<file path="config.mk">
export PLATFORM = sky130hd
export DESIGN_NAME = chbf_regs
export DESIGN_NICKNAME = d
export VERILOG_FILES = /design/src/rtl/core/chbf_pkg.sv /design/src/rtl/core/chbf_regs.sv
export SDC_FILE = /design/constraint.sdc
export NUM_CORES = 1
export LEC_CHECK = 0
export BUFFER_PORTS_ARGS = -buffer_cell sky130_fd_sc_hd__buf_2
export CORE_MARGIN = 4
export CORE_UTILIZATION = 24
export CTS_CLUSTER_SIZE = 8
export DETAILED_ROUTE_END_ITERATION = 8
export PLACE_DENSITY = 0.75
export SKIP_LAST_GASP = 1
export SLEW_MARGIN = 0
export SYNTH_ARGS = -nofsm -noshare
export SYNTH_HDL_FRONTEND = slang
export SYNTH_SLANG_ARGS = --single-unit
export TNS_END_PERCENT = 50
</file>
<file path="constraint.sdc">
create_clock -name clk_i -period 0.8 [get_ports clk_i]
set_input_delay 0 -clock clk_i [delete_from_list [all_inputs] [get_ports clk_i]]
set_output_delay 0 -clock clk_i [all_outputs]
set_load 0.05 [all_outputs]
</file>
<file path="src/rtl/core/chbf_pkg.sv">
`default_nettype none
package chbf_pkg;

  localparam int SampleBits  = 24;
  localparam int StateBits   = SampleBits + 4;
  localparam int CoefBits    = 18;
  localparam int MaxSections = 6;
  localparam int NumParts    = 2;
  localparam int NumRows     = NumParts * 2 * MaxSections;
  localparam int RowAw       = $clog2(NumRows);
  localparam int SecW        = $clog2(MaxSections + 1);
  localparam int DiffW       = StateBits + 1;
  localparam int ProdW       = CoefBits + 1 + DiffW;
  localparam int SumW        = ProdW - CoefBits + 1;
  localparam int HalfW       = StateBits + 1;
  localparam int ApbAw       = 3;
  localparam int ApbDw       = 32;

  localparam longint RomScale = 64'd10000000000;
  localparam longint RomHalf  = 64'd5000000000;

  typedef logic signed [SampleBits-1:0] sample_t;
  typedef logic signed [StateBits-1:0]  state_t;
  typedef logic [CoefBits-1:0]          coef_t;

  // One section's delay line: x[n-1], x[n-2], y[n-1], y[n-2]
  typedef struct packed {
    state_t x1;
    state_t x2;
    state_t y1;
    state_t y2;
  } row_t;

  typedef struct packed {
    logic            part;
    logic            branch;
    logic [SecW-1:0] sec;
    logic            first;
    logic            last_sec;
  } op_t;

  typedef struct packed {
    logic [2:0] section_count;
    logic       steep_mode;
  } cfg_t;

  typedef enum logic {
    REG_SECTION_COUNT = 1'b0,
    REG_STEEP_MODE    = 1'b1
  } reg_idx_e;

  typedef enum logic {
    SEQ_IDLE,
    SEQ_RUN
  } seq_state_e;

  // Decimal ROM value (units of 1e-10) to unsigned Q0.18, round half up
  function automatic coef_t rom_q(input longint d);
    longint t;
    t = (d * (longint'(1) << CoefBits) + RomHalf) / RomScale;
    return t[CoefBits-1:0];
  endfunction

  function automatic state_t sat_state(input logic signed [SumW-1:0] v);
    if ((&v[SumW-1:StateBits-1]) || !(|v[SumW-1:StateBits-1])) begin
      return v[StateBits-1:0];
    end else if (v[SumW-1]) begin
      return {1'b1, {(StateBits-1){1'b0}}};
    end else begin
      return {1'b0, {(StateBits-1){1'b1}}};
    end
  endfunction

  function automatic sample_t sat_sample(input logic signed [HalfW-1:0] v);
    if ((&v[HalfW-1:SampleBits-1]) || !(|v[HalfW-1:SampleBits-1])) begin
      return v[SampleBits-1:0];
    end else if (v[HalfW-1]) begin
      return {1'b1, {(SampleBits-1){1'b0}}};
    end else begin
      return {1'b0, {(SampleBits-1){1'b1}}};
    end
  endfunction

  // Clamp the raw count to 1..MaxSections
  function automatic logic [SecW-1:0] act_sections(input logic [2:0] cnt);
    if (cnt == 3'd0) begin
      return SecW'(1);
    end else if (cnt > 3'(MaxSections)) begin
      return SecW'(MaxSections);
    end else begin
      return SecW'(cnt);
    end
  endfunction

  function automatic logic [RowAw-1:0] row_idx(input op_t op);
    return RowAw'(op.part ? 2 * MaxSections : 0) + RowAw'(op.branch ? MaxSections : 0)
         + RowAw'(op.sec);
  endfunction

  // [steep][count-1][branch][section]
  localparam coef_t COEF_ROM [2][6][2][6] = '{
    '{
      '{'{rom_q(64'd2364710210), rom_q(64'd0), rom_q(64'd0),
          rom_q(64'd0), rom_q(64'd0), rom_q(64'd0)},
        '{rom_q(64'd7145421497), rom_q(64'd0), rom_q(64'd0),
          rom_q(64'd0), rom_q(64'd0), rom_q(64'd0)}},
      '{'{rom_q(64'd798664262), rom_q(64'd5453536511), rom_q(64'd0),
          rom_q(64'd0), rom_q(64'd0), rom_q(64'd0)},
        '{rom_q(64'd2838293449), rom_q(64'd8344118915), rom_q(64'd0),
          rom_q(64'd0), rom_q(64'd0), rom_q(64'd0)}},
      '{'{rom_q(64'd602973910), rom_q(64'd4125907204), rom_q(64'd7727156537),
          rom_q(64'd0), rom_q(64'd0), rom_q(64'd0)},
        '{rom_q(64'd2159714446), rom_q(64'd6043586265), rom_q(64'd9238861387),
          rom_q(64'd0), rom_q(64'd0), rom_q(64'd0)}},
      '{'{rom_q(64'd358327884), rom_q(64'd2720401434), rom_q(64'd5720571972),
          rom_q(64'd8271247620), rom_q(64'd0), rom_q(64'd0)},
        '{rom_q(64'd1340901419), rom_q(64'd4243248713), rom_q(64'd7062921421),
          rom_q(64'd9415030942), rom_q(64'd0), rom_q(64'd0)}},
      '{'{rom_q(64'd236683142), rom_q(64'd1898947623), rom_q(64'd4315731806),
          rom_q(64'd6632020224), rom_q(64'd8600155425), rom_q(64'd0)},
        '{rom_q(64'd905655590), rom_q(64'd3078575724), rom_q(64'd5516782403),
          rom_q(64'd7652146864), rom_q(64'd9524772838), rom_q(64'd0)}},
      '{'{rom_q(64'd167746668), rom_q(64'd1390214882), rom_q(64'd3325011117),
          rom_q(64'd5376610531), rom_q(64'd7214184024), rom_q(64'd8821858402)},
        '{rom_q(64'd650131927), rom_q(64'd2309412999), rom_q(64'd4364942348),
          rom_q(64'd632960955), rom_q(64'd8037808679), rom_q(64'd9599687405)}}
    },
    '{
      '{'{rom_q(64'd2364710210), rom_q(64'd0), rom_q(64'd0),
          rom_q(64'd0), rom_q(64'd0), rom_q(64'd0)},
        '{rom_q(64'd7145421497), rom_q(64'd0), rom_q(64'd0),
          rom_q(64'd0), rom_q(64'd0), rom_q(64'd0)}},
      '{'{rom_q(64'd1207321175), rom_q(64'd6632020224), rom_q(64'd0),
          rom_q(64'd0), rom_q(64'd0), rom_q(64'd0)},
        '{rom_q(64'd3903621872), rom_q(64'd8907868327), rom_q(64'd0),
          rom_q(64'd0), rom_q(64'd0), rom_q(64'd0)}},
      '{'{rom_q(64'd1271414136), rom_q(64'd6528245886), rom_q(64'd9176942834),
          rom_q(64'd0), rom_q(64'd0), rom_q(64'd0)},
        '{rom_q(64'd4005678982), rom_q(64'd8204163892), rom_q(64'd9763114516),
          rom_q(64'd0), rom_q(64'd0), rom_q(64'd0)}},
      '{'{rom_q(64'd771150798), rom_q(64'd4820706251), rom_q(64'd7968204713),
          rom_q(64'd9412514278), rom_q(64'd0), rom_q(64'd0)},
        '{rom_q(64'd2659685265), rom_q(64'd6651041533), rom_q(64'd8841015086),
          rom_q(64'd9820054142), rom_q(64'd0), rom_q(64'd0)}},
      '{'{rom_q(64'd514576174), rom_q(64'd3597865607), rom_q(64'd6725475931),
          rom_q(64'd8590884928), rom_q(64'd9540209868), rom_q(64'd0)},
        '{rom_q(64'd1862190625), rom_q(64'd5299513728), rom_q(64'd7810257527),
          rom_q(64'd9141815688), rom_q(64'd9854750230), rom_q(64'd0)}},
      '{'{rom_q(64'd366815022), rom_q(64'd2746317594), rom_q(64'd5610989698),
          rom_q(64'd7697418339), rom_q(64'd8922608180), rom_q(64'd9620945484)},
        '{rom_q(64'd1365476246), rom_q(64'd4231386174), rom_q(64'd6775400500),
          rom_q(64'd8398896248), rom_q(64'd9315419600), rom_q(64'd9878163707)}}
    }
  };

endpackage
`default_nettype wire

</file>
<file path="src/rtl/core/chbf_regs.sv">
`default_nettype none
module chbf_regs (
  input  wire logic                      clk_i,
  input  wire logic                      rst_ni,
  input  wire logic                      psel,
  input  wire logic                      penable,
  input  wire logic                      pwrite,
  input  wire logic [chbf_pkg::ApbAw-1:0] paddr,
  input  wire logic [chbf_pkg::ApbDw-1:0] pwdata,
  output logic      [chbf_pkg::ApbDw-1:0] prdata,
  output logic                           pready,
  output chbf_pkg::cfg_t                 cfg_o
);
  import chbf_pkg::*;

  cfg_t     cfg_q, cfg_d;
  reg_idx_e idx;
  logic     wr_en;

  assign idx    = reg_idx_e'(paddr[2]);
  assign wr_en  = psel && penable && pwrite;
  assign pready = 1'b1;
  assign cfg_o  = cfg_q;

  always_comb begin
    cfg_d = cfg_q;
    if (wr_en) begin
      unique case (idx)
        REG_SECTION_COUNT: cfg_d.section_count = pwdata[2:0];
        REG_STEEP_MODE:    cfg_d.steep_mode    = pwdata[0];
        default:           cfg_d = cfg_q;
      endcase
    end
  end

  always_comb begin
    unique case (idx)
      REG_SECTION_COUNT: prdata = ApbDw'(cfg_q.section_count);
      REG_STEEP_MODE:    prdata = ApbDw'(cfg_q.steep_mode);
      default:           prdata = '0;
    endcase
  end

  always_ff @(posedge clk_i or negedge rst_ni) begin
    if (!rst_ni) begin
      cfg_q.section_count <= 3'(MaxSections);
      cfg_q.steep_mode    <= 1'b0;
    end else begin
      cfg_q <= cfg_d;
    end
  end

endmodule
`default_nettype wire

</file>
=== After elaboration in Yosys (flattened, before gate mapping) ===
Cells that the tools add are included.

* Bits in registers: 4
* Bits in latches: 0
* RAM bits: 0
* Bits in read-only memories: 0
* Input bits: 40
* Output and inout bits: 37
* Memories kept: 0

* Add/subtract/negate cells: 0
* Multipliers: 0
* Div/mod/pow operators: 0
* Order comparisons: 0
* Equality and inequality tests: 0
* Shifts and indexed selects: 0
* Multiplexer cells: 1
* Bitwise gates (word level): 1
* Reductions and logical operators: 4

{| class="wikitable"
|+ Operators with widths
! operator !! count
|-
| $pmux W32 S2 || 1
|-
| $reduce_and A2 Y1 || 2
|-
| $logic_and A1 B1 Y1 || 2
|-
| $not A1 Y1 || 1
|}

=== Logic depth before layout (Yosys ltp) ===
* Depth in word-level cells: 3
* Depth in mapped cells: 2

=== Least setup slack after synthesis ===
Ideal clock, no wire load.

* Path type: reg-to-output
* Start point: register cfg_q (netlist bit cfg_o[1])
* End point: output prdata[0] (netlist bit)
* Arrival time: 1.038 ns
* Path slack: -0.238 ns
* Stages on the path, launching flop included: 2
* Buffers on the path: 0
* Cell sequence: dfrtp_1 > mux2_2

* Longest elaborated chain between the ends: 1

{| class="wikitable"
|+ RTL lines
! what !! line !! RTL
|-
| start, declared || chbf_regs.sv:16 || <nowiki>cfg_t cfg_q, cfg_d;</nowiki>
|-
| start signal, assigned || chbf_regs.sv:49 || <nowiki>cfg_q <= cfg_d;</nowiki>
|-
| $pmux W32 S2 || chbf_regs.sv:37 || <nowiki>unique case (idx)</nowiki>
|-
| end, declared || chbf_regs.sv:10 || <nowiki>output logic [chbf_pkg::ApbDw-1:0] prdata,</nowiki>
|}

No other way between the ends. The select of a mux whose other input is x is not followed.

=== Worst setup path in the final report ===
* Start point: register cfg_q (netlist bit cfg_o[2])
* End point: output prdata[1] (netlist bit)

Same word-level chain as after synthesis.

==> metrics.cfg <==
[run_status]
status=complete, but fails checks
violations=negative setup slack

[placed_design]
hpwl_um=647.5
dp_slack_ns=-0.09961
io_buffers=15
place_congestion=0.6193

[yosys]
yosysSeqAreaShare_pct=22.78
synth_cells=45
yosys.area.top_type=buf_4
yosys_warnings=0
syn_avg_cell_area_um2=10.01
synthesis.area_um2=450.4
yosysTopAreaCellShare_pct=50.00
synth-seq-cells=4
synth_area_leaders=buf_4, dfstp_2, dfrtp_1
synthDistinctLibCells=9

[die]
pin_count=77
die_h_um=51.32
num_rows=15
fp.dieW_um=51.32
die_area_um2=2634
initial_core_util_pct=25.81
fp.coreArea_um2=1745

[sta]
skew_ns=0
rsz0062_at_grt=true
max_freq_ghz=0.9381
setup_viol=9
fin_crit_sh_pct=133.3
layout_setup_ws_ns=-0.2660
period_needed_ns=1.066
hold_viol=0
finalMaxSlewViolations=0

[global_routing]
grt_usage_pct=7.108
grt.overflow.total=0
gr-usage-met3_pct=6.122
grt.met2_usage_pct=10.52
grt_pass1_vias=283
busiest_layer=met2
grt_max_degree=5
use_met1_pct=6.184
antenna_found_initial=0
grt_first_pass_wirelength_um=1173

[worst_setup_path]
cp_max_fo=3
cp-start-kind=flop
timing.critical_path.required_ns=0.80
worstSetupPathType=reg2out
worstPathArrival_ns=1.07
rr_worst_depth=2
worst_setup_path_end_kind=output port

[cells_and_area]
area_growth_pct=25.83
n_fill_cell=193
fin_util_pct=32.47
final_common_cell=conb_1
layout_common_cells=conb_1, buf_2, mux2_4, clkbuf_4, dlygate4sd3_1
antenna_cells=0
largest_reg_flops=4
layout-drive-gt1-share_pct=47.83
final_nets=110

[cts]
clk_latency_ns=0.24
clk_path_buf_depth=2
h-tree-depth=1
root_buffer=clkbuf_4
cts_made_buffers=3
clock-sinks=4
cts_tree=yes
path_clk_slew_ns=0.04

[power_and_ir_drop]
clkPwrFrac_pct=19.0
total_power_mw=1.489
swShare_pct=52.32
pwr-share-seq_pct=20.1
leakage_nw=0.3228
powerDensity_nw_per_um2=2628
p_int_mw=0.7101
ir_drop_mv=1.046
switching_power_mw=0.7793
power_frac_comb_pct=61.0

[detailed_routing]
drtAntennaViolNets=0
wirelength_um=894
dr.pass1.iters=1
vias_per_cell=3.096
drtIter0Drc=0
drc=0
wl_per_cell_um=9.511
vias=291

[flow_run]
drv_cap=0

[hold_path]
worstHoldPathType=in2async

==> synthesized netlist by cell type, drive strengths merged <==
cell type / instances
dfstp: 2
dfrtp: 2
mux2: 5
conb: 2
nand4: 1
nand4b: 1
buf: 30
and2b: 2
==> worst max-delay path, cell delays in order (launching register included) <==
cell and delay [ns]:
dfstp_2 0.54, and2b_4 0.15, buf_8 0.14
==> kinds of logic (layout without fill, tap and decap cells) <==
logic type,after synthesis,count (layout),synth area share (%)
other,2,30,1.667
flip-flops,4,4,22.78
buffers and inverters,30,26,50.00
multiplexers,5,5,15.00
AND/OR/NAND/NOR,4,4,10.56
==> cell type report <==
type / instances / area (um2) / share of cell area (%)
clock buffer: 4 / 26.28 / 4.636
multi-input combinational: 39 / 234.0 / 41.28
sequential: 4 / 105.1 / 18.54
tap: 25 / 31.28 / 5.519
timing repair buffer: 22 / 170.2 / 30.02
==> metrics by stage <==
stage / cells / instance area [um2] / hold slack, ns / TNS [ns]
CTS: 94 / 560.5 / 0.08161 / -1.877
finish: 94 / 566.8 / 0.1167 / -1.717
global placement: 84 / 449.2 / -0.1871 / -0.2347
detailed placement: 84 / 449.2 / -0.1846 / -0.2634
floorplan: 73 / 560.5 / -0.2956 / -0.9502
global route: 94 / 566.8 / 0.1011 / -2.057
==> power groups by stage <==
stage	logic, mW	registers (mW)	clock network (mW)
3_3_place_gp	0.777	0.297	0
2_1_floorplan	0.617	0.465	0
3_5_place_dp	0.779	0.301	0
4_1_cts	0.896	0.297	0.307
6_report	0.908	0.299	0.282
5_1_grt	0.938	0.304	0.332
==> metal layers <==
layer  share of wire (%)  vias up
met3                  19        0
met1                  32      131
met2                  48       30
li1                    -      130
met5                   0        -
met4                   0        0
==> worst paths after layout <==
check,from,to,slack (ns)
min in group clk_i,penable,cfg_o[0],0.15
max in group asynchronous,rst_ni,cfg_o[2],0.47
min reg2reg,cfg_o[1],cfg_o[1],0.61
max,cfg_o[2],prdata[1],-0.27
min,rst_ni,cfg_o[1],0.12
max reg2reg,cfg_o[0],cfg_o[0],-0.09
==> what timing repair did <==
item,in CTS,in global routing
setup buffers,2,0
endpoints found under the hold margin,8,0
hold buffers,4,0
resized for setup,9,2
cloned,0,0
endpoints found under the setup margin,7,9
(Power assumes the default switching activity.)
