==> config.mk <==
export PLATFORM = sky130hd
export DESIGN_NAME = chbf_mac
export DESIGN_NICKNAME = d
export VERILOG_FILES = /design/src/rtl/core/chbf_pkg.sv /design/src/rtl/core/chbf_mac.sv
export SDC_FILE = /design/constraint.sdc
export NUM_CORES = 2
export LEC_CHECK = 0
export ABC_CLOCK_PERIOD_IN_PS = 12350
export BUFFER_PORTS_ARGS = -buffer_cell sky130_fd_sc_hd__buf_4
export CAP_MARGIN = 10
export CELL_PAD_IN_SITES_DETAIL_PLACEMENT = 0
export CELL_PAD_IN_SITES_GLOBAL_PLACEMENT = 1
export CORE_MARGIN = 4
export CORE_UTILIZATION = 48
export DETAILED_ROUTE_END_ITERATION = 8
export PLACE_DENSITY = 0.84
export SYNTH_ARGS = -nofsm -noshare
export SYNTH_HDL_FRONTEND = slang
export SYNTH_SLANG_ARGS = --single-unit
==> constraint.sdc <==
create_clock -name clk_i -period 12.35 [get_ports clk_i]
set_clock_uncertainty 0.15 [all_clocks]
set_input_delay 1.235 -clock clk_i [delete_from_list [all_inputs] [get_ports clk_i]]
set_output_delay 1.235 -clock clk_i [all_outputs]
set_load 0.02 [all_outputs]
==> src/rtl/core/chbf_pkg.sv <==
`default_nettype none
package chbf_pkg;

  localparam int SampleBits  = 24;
  localparam int StateBits   = SampleBits + 4;
  localparam int CoefBits    = 18;
  localparam int MaxSections = 6;
  localparam int NumParts    = 2;
  localparam int NumRows     = NumParts * 2 * MaxSections;
  localparam int RowAw       = $clog2(NumRows);
  localparam int SecW        = $clog2(MaxSections + 1);
  localparam int DiffW       = StateBits + 1;
  localparam int ProdW       = CoefBits + 1 + DiffW;
  localparam int SumW        = ProdW - CoefBits + 1;
  localparam int HalfW       = StateBits + 1;
  localparam int ApbAw       = 3;
  localparam int ApbDw       = 32;

  localparam longint RomScale = 64'd10000000000;
  localparam longint RomHalf  = 64'd5000000000;

  typedef logic signed [SampleBits-1:0] sample_t;
  typedef logic signed [StateBits-1:0]  state_t;
  typedef logic [CoefBits-1:0]          coef_t;

  // One section's delay line: x[n-1], x[n-2], y[n-1], y[n-2]
  typedef struct packed {
    state_t x1;
    state_t x2;
    state_t y1;
    state_t y2;
  } row_t;

  typedef struct packed {
    logic            part;
    logic            branch;
    logic [SecW-1:0] sec;
    logic            first;
    logic            last_sec;
  } op_t;

  typedef struct packed {
    logic [2:0] section_count;
    logic       steep_mode;
  } cfg_t;

  typedef enum logic {
    REG_SECTION_COUNT = 1'b0,
    REG_STEEP_MODE    = 1'b1
  } reg_idx_e;

  typedef enum logic {
    SEQ_IDLE,
    SEQ_RUN
  } seq_state_e;

  // Decimal ROM value (units of 1e-10) to unsigned Q0.18, round half up
  function automatic coef_t rom_q(input longint d);
    longint t;
    t = (d * (longint'(1) << CoefBits) + RomHalf) / RomScale;
    return t[CoefBits-1:0];
  endfunction

  function automatic state_t sat_state(input logic signed [SumW-1:0] v);
    if ((&v[SumW-1:StateBits-1]) || !(|v[SumW-1:StateBits-1])) begin
      return v[StateBits-1:0];
    end else if (v[SumW-1]) begin
      return {1'b1, {(StateBits-1){1'b0}}};
    end else begin
      return {1'b0, {(StateBits-1){1'b1}}};
    end
  endfunction

  function automatic sample_t sat_sample(input logic signed [HalfW-1:0] v);
    if ((&v[HalfW-1:SampleBits-1]) || !(|v[HalfW-1:SampleBits-1])) begin
      return v[SampleBits-1:0];
    end else if (v[HalfW-1]) begin
      return {1'b1, {(SampleBits-1){1'b0}}};
    end else begin
      return {1'b0, {(SampleBits-1){1'b1}}};
    end
  endfunction

  // Clamp the raw count to 1..MaxSections
  function automatic logic [SecW-1:0] act_sections(input logic [2:0] cnt);
    if (cnt == 3'd0) begin
      return SecW'(1);
    end else if (cnt > 3'(MaxSections)) begin
      return SecW'(MaxSections);
    end else begin
      return SecW'(cnt);
    end
  endfunction

  function automatic logic [RowAw-1:0] row_idx(input op_t op);
    return RowAw'(op.part ? 2 * MaxSections : 0) + RowAw'(op.branch ? MaxSections : 0)
         + RowAw'(op.sec);
  endfunction

  // [steep][count-1][branch][section]
  localparam coef_t COEF_ROM [2][6][2][6] = '{
    '{
      '{'{rom_q(64'd2364710210), rom_q(64'd0), rom_q(64'd0),
          rom_q(64'd0), rom_q(64'd0), rom_q(64'd0)},
        '{rom_q(64'd7145421497), rom_q(64'd0), rom_q(64'd0),
          rom_q(64'd0), rom_q(64'd0), rom_q(64'd0)}},
      '{'{rom_q(64'd798664262), rom_q(64'd5453536511), rom_q(64'd0),
          rom_q(64'd0), rom_q(64'd0), rom_q(64'd0)},
        '{rom_q(64'd2838293449), rom_q(64'd8344118915), rom_q(64'd0),
          rom_q(64'd0), rom_q(64'd0), rom_q(64'd0)}},
      '{'{rom_q(64'd602973910), rom_q(64'd4125907204), rom_q(64'd7727156537),
          rom_q(64'd0), rom_q(64'd0), rom_q(64'd0)},
        '{rom_q(64'd2159714446), rom_q(64'd6043586265), rom_q(64'd9238861387),
          rom_q(64'd0), rom_q(64'd0), rom_q(64'd0)}},
      '{'{rom_q(64'd358327884), rom_q(64'd2720401434), rom_q(64'd5720571972),
          rom_q(64'd8271247620), rom_q(64'd0), rom_q(64'd0)},
        '{rom_q(64'd1340901419), rom_q(64'd4243248713), rom_q(64'd7062921421),
          rom_q(64'd9415030942), rom_q(64'd0), rom_q(64'd0)}},
      '{'{rom_q(64'd236683142), rom_q(64'd1898947623), rom_q(64'd4315731806),
          rom_q(64'd6632020224), rom_q(64'd8600155425), rom_q(64'd0)},
        '{rom_q(64'd905655590), rom_q(64'd3078575724), rom_q(64'd5516782403),
          rom_q(64'd7652146864), rom_q(64'd9524772838), rom_q(64'd0)}},
      '{'{rom_q(64'd167746668), rom_q(64'd1390214882), rom_q(64'd3325011117),
          rom_q(64'd5376610531), rom_q(64'd7214184024), rom_q(64'd8821858402)},
        '{rom_q(64'd650131927), rom_q(64'd2309412999), rom_q(64'd4364942348),
          rom_q(64'd632960955), rom_q(64'd8037808679), rom_q(64'd9599687405)}}
    },
    '{
      '{'{rom_q(64'd2364710210), rom_q(64'd0), rom_q(64'd0),
          rom_q(64'd0), rom_q(64'd0), rom_q(64'd0)},
        '{rom_q(64'd7145421497), rom_q(64'd0), rom_q(64'd0),
          rom_q(64'd0), rom_q(64'd0), rom_q(64'd0)}},
      '{'{rom_q(64'd1207321175), rom_q(64'd6632020224), rom_q(64'd0),
          rom_q(64'd0), rom_q(64'd0), rom_q(64'd0)},
        '{rom_q(64'd3903621872), rom_q(64'd8907868327), rom_q(64'd0),
          rom_q(64'd0), rom_q(64'd0), rom_q(64'd0)}},
      '{'{rom_q(64'd1271414136), rom_q(64'd6528245886), rom_q(64'd9176942834),
          rom_q(64'd0), rom_q(64'd0), rom_q(64'd0)},
        '{rom_q(64'd4005678982), rom_q(64'd8204163892), rom_q(64'd9763114516),
          rom_q(64'd0), rom_q(64'd0), rom_q(64'd0)}},
      '{'{rom_q(64'd771150798), rom_q(64'd4820706251), rom_q(64'd7968204713),
          rom_q(64'd9412514278), rom_q(64'd0), rom_q(64'd0)},
        '{rom_q(64'd2659685265), rom_q(64'd6651041533), rom_q(64'd8841015086),
          rom_q(64'd9820054142), rom_q(64'd0), rom_q(64'd0)}},
      '{'{rom_q(64'd514576174), rom_q(64'd3597865607), rom_q(64'd6725475931),
          rom_q(64'd8590884928), rom_q(64'd9540209868), rom_q(64'd0)},
        '{rom_q(64'd1862190625), rom_q(64'd5299513728), rom_q(64'd7810257527),
          rom_q(64'd9141815688), rom_q(64'd9854750230), rom_q(64'd0)}},
      '{'{rom_q(64'd366815022), rom_q(64'd2746317594), rom_q(64'd5610989698),
          rom_q(64'd7697418339), rom_q(64'd8922608180), rom_q(64'd9620945484)},
        '{rom_q(64'd1365476246), rom_q(64'd4231386174), rom_q(64'd6775400500),
          rom_q(64'd8398896248), rom_q(64'd9315419600), rom_q(64'd9878163707)}}
    }
  };

endpackage
`default_nettype wire

==> src/rtl/core/chbf_mac.sv <==
`default_nettype none
module chbf_mac (
  input  wire logic           clk_i,
  input  wire logic           en_i,
  input  chbf_pkg::state_t    vin_i,
  input  chbf_pkg::row_t      row_i,
  input  chbf_pkg::coef_t     coef_i,
  output chbf_pkg::state_t    y_o,
  output chbf_pkg::row_t      row_o
);
  import chbf_pkg::*;

  logic signed [CoefBits:0]  coef_s;
  logic signed [DiffW-1:0]   diff;
  logic signed [ProdW-1:0]   prod_d, prod_q;
  logic signed [ProdW-1:0]   rnd;
  logic signed [SumW-1:0]    sum;
  state_t                    x2_q, x1_q, y1_q, vin_q;
  state_t                    y;

  // Stage 0: c * (x[n] - y[n-2])
  assign coef_s = {1'b0, coef_i};
  assign diff   = DiffW'(vin_i) - DiffW'(row_i.y2);
  assign prod_d = ProdW'(coef_s) * ProdW'(diff);

  always_ff @(posedge clk_i) begin
    if (en_i) begin
      prod_q <= prod_d;
      x2_q   <= row_i.x2;
      x1_q   <= row_i.x1;
      y1_q   <= row_i.y1;
      vin_q  <= vin_i;
    end
  end

  // Stage 1: round, add x[n-2], saturate, shift the delay line
  assign rnd = prod_q + (ProdW'(1) <<< (CoefBits - 1));
  assign sum = SumW'(x2_q) + SumW'($signed(rnd[ProdW-1:CoefBits]));
  assign y   = sat_state(sum);

  assign y_o      = y;
  assign row_o.x1 = vin_q;
  assign row_o.x2 = x1_q;
  assign row_o.y1 = y;
  assign row_o.y2 = y1_q;

endmodule
`default_nettype wire

* After elaboration in Yosys (flattened, before gate mapping) *
Index checks and enable logic that the tools add are counted.

cells by class
  $add $sub $neg = 3
  reductions and logical operators = 4
  $mul = 1
  muxes and demuxes = 2

operators with widths
  cell                      count
  $mux W28                  2
  $add A48 B19 Y48 const B  1
  $mul A19 B29 Y48          1
  $add A28 B30 Y31          1
  $sub A28 B28 Y29          1
  $reduce_and A4 Y1         1
  $reduce_or A4 Y1          1
  $logic_not A1 Y1          1
  $logic_or A1 B1 Y1        1

word-level totals
  bits of input ports = 160
  register bits after elaboration = 160
  output and inout port bits = 140
  word-level logic and storage cells = 15

* Logic depth before layout (Yosys ltp) *
  word-level depth = 6
  gate-level depth with buffers = 37
  mapped depth without buffers = 35

* Worst setup path before layout *
Ideal clock, no wire load.

  kind = input-to-reg
  start point = input vin_i[0]
  end point = register prod_q[43] (data pin)
  data required time = 11935 ps
  slack = 2782 ps
  library setup time = 265 ps
  cell stages on the path = 35
  buffers on the path = 1
  arrival time = 9153 ps
  path through = inv_1 ha_1 inv_1 fa_1 a21o_1 a21oi_1 o21ai_0 nand4_1 nand2_1 a311oi_2 o32ai_1 o31ai_2 clkbuf_1 nand2_1 fa_1 inv_1 fa_1 inv_1 fa_1 inv_1 fa_1 fa_1 inv_1 fa_1 inv_1 ha_1 a21o_1 a21o_1 a21oi_1 or3b_1 o21ai_0 nand2_1 a221o_1 a21oi_1 xnor2_1

on the way
  word-level cells in the longest chain between the ends = 2

ends and longest elaborated chain
  item                    line            RTL
  start: declaration      chbf_mac.sv:5   input chbf_pkg::state_t vin_i,
  $sub A28 B28 Y29        chbf_mac.sv:23  assign diff = DiffW'(vin_i) - DiffW'(row_i.y2);
  $mul A19 B29 Y48        chbf_mac.sv:24  assign prod_d = ProdW'(coef_s) * ProdW'(diff);
  net prod_d[43]          chbf_mac.sv:15  logic signed [ProdW-1:0] prod_d, prod_q;
  end signal: assignment  chbf_mac.sv:28  prod_q <= prod_d;
  end: declaration        chbf_mac.sv:15

The timed path passes the listed nets, and every way through them passes these cells.
A chain may end at the register's enable or synchronous reset.

* Final worst setup path *
Ends and elaborated chain as after synthesis.

==> summary.md <==
| Metric | Value |
|---|---|
| Overall die area | `0.06084 sq mm` |
| Mapped Nets | `3736` |
| Hold Crit Class | `in -> reg` |
| DR vias/cell | `5.180` |
| Status | `completed` |
| Worst EP arrival | `10070 ps` |
| Hold Violations, Final | `0` |
| Core area | `0.05639 sq mm` |
| Cells after Synth | `2890` |
| Placed cells | `3818` |
| Wirelength per Cell | `17.59 microns` |
| Unrepaired setup endpoints after global routing | `no` |
| Crit Path Max Fanout | `24` |
| Vias in the first global route | `21.26k` |
| Number of synthesized flops with an enable pin | `143` |
| CTS Hold Bufs | `0` |
| Final setup viols | `0` |
| Slew HR | `0.2726` |
| CP max stage cell | `fa_1` |
| Clock Root Buffer | `clkbuf_16` |
| Initial Util | `0.4848` |
| Layout area overhead | `12.08%` |
| Largest net degree at the start of global routing | `85` |
| TritonRoute pass-1 iters | `5` |
| Async set or reset register ratio after synthesis | `0` |
| CTS Sinks | `143` |
| Cts repair resizes | `0` |
| Port Buffers | `299` |
| Yosys warnings | `0` |
| H-tree levels | `4` |
| Max-Cap Viols | `0` |
| Distinct cells, synth | `76` |
| Commonest non-fill, non-tap cell in the layout | `inv_1` |
| Ratio of final minimum period to clock period | `0.8110` |
| Total grt overflow | `0` |
| CP Capture Type | `flip-flop` |
| Slew @ Worst Pin | `1091 ps` |
| Final #Nets | `3927` |
| # rows | `87` |
| Sequential area share after synthesis | `0.1571` |
| # DRC | `0` |
| Antenna-violating nets left | `0` |
| Die Height | `246.7 microns` |
| Tot GR Track Use | `0.2276` |
| Share of cells above drive strength 1 | `0.1299` |
| Routed wire length | `67720 microns` |
| Data required time of the worst path | `12400 ps` |
| CTS buffer count | `17` |
| Routed vias | `19.94k` |
| Most common flop cell mapped by yosys | `edfxtp_1` |
| Final min period | `10020 ps` |
| Most frequent cells in the layout | `inv_1, fa_1, buf_4` |
| CP Launch Type | `primary input` |
| Setup_tns | `0 ps` |
| Final slew viol count | `0` |
| 1st-iter DRT viols | `1020` |
| Synth Cell Area | `0.02734 sq mm` |
| Initial antenna violation count | `0` |
| Synth Register Bits | `143` |
| Worst path max stage delay | `660 ps` |
| DP HPWL | `56280 microns` |
| Post-CTS Setup Repair Bufs | `0` |
| Io pins | `300` |
| Maximum clock frequency | `0.09985 GHz` |
| Placer Congestion | `0.8553` |
| Bufs on Longest Clock Path | `2` |
| First-pass GRT wire length | `110400 microns` |
| Synth Area per Inst | `9.459 sq um` |
| Crit Path Category | `in -> reg` |
| Post-Layout Cell Count | `3850` |
| Ant. Diodes | `0` |
| Chip width | `246.7 microns` |
| CTS tree | `built` |
| Clock Pin Slew Worst Setup and Hold Paths | `70 ps` |
Yosys cell counts, drive strengths merged (19+ instances only):
cell,count,area share
inv,641,0.088
fa,510,0.37
nand2,304,0.042
and2,273,0.063
ha,176,0.081
edfxtp,143,0.16
clkbuf,104,0.014
a21oi,94,0.017
o21ai,84,0.018
xnor2,72,0.023
nor2,60,0.0082
nor2b,44,0.010
a21o,43,0.012
buf,40,0.011
xor2,39,0.012
nand3,32,0.0059
nand4,29,0.0066
o211ai,21,0.0058
and3,19,0.0043
metrics by stage:
stage / worst slack [ps] / instance area (sq um) / utilization / hold slack [ps]
after CTS: 2350 / 30640 / 0.5434 / 757.2
after global routing: 1730 / 30640 / 0.5434 / 757.7
final: 2335 / 30640 / 0.5434 / 794.0
after detailed placement: 1856 / 30080 / 0.5334 / 1264
after global placement: 1928 / 30080 / 0.5334 / 1263
after floorplan: 2782 / 27340 / - / 1184
state kept, by name, indices dropped and copies added (netlist names):
register  count
vin_q        28
x2_q         28
prod_q       31
x1_q         28
y1_q         28
worst max-delay path, delay by kind of cell:
kind	cells	cell delay [ps]
adder cells (fa/ha/maj)	9	4110
AO/OA/AOI/OAI	12	2920
AND/OR/NAND/NOR	5	870
buffers and inverters	9	840
XOR/XNOR	1	90
layer usage:
metal  GRT usage  wire (microns)  vias to the layer above
li1            -               -                     9304
met1      0.3228           31150                    10030
met2      0.3760           31660                      553
met3     0.03470            4101                       53
met4     0.04472             809                        0
met5           0               0                        -
path summary, 6_finish.rpt:
path       from          to  slack, ps  cells past startpoint
max    vin_i[0]  prod_q[43]       2330                     36
min   row_i[94]    x1_q[10]        790                      1
cells by family after synthesis:
family | Yosys count | synth area share
simple gates | 816 | 0.1527
buf+inv | 785 | 0.1131
fa+ha+maj | 686 | 0.4540
compound gates | 348 | 0.08714
flops | 143 | 0.1571
xor+xnor | 111 | 0.03556
mux | 1 | 0.0003662
layout make-up:
| cell class | instances | area (sq um) |
|---|---|---|
| inverters | 641 | 2406 |
| clock inverters | 14 | 133.9 |
| clock buffers | 18 | 429.2 |
| multi-input cells | 1962 | 20050 |
| flip-flops and latches | 143 | 4294 |
| repair buffers | 316 | 2376 |
| fillers | 5175 | 25750 |
| well taps | 756 | 945.9 |
Power is left out: the tool's default activity adds up to more than one toggle a clock period on the data nets, which glitch-free logic cannot reach.
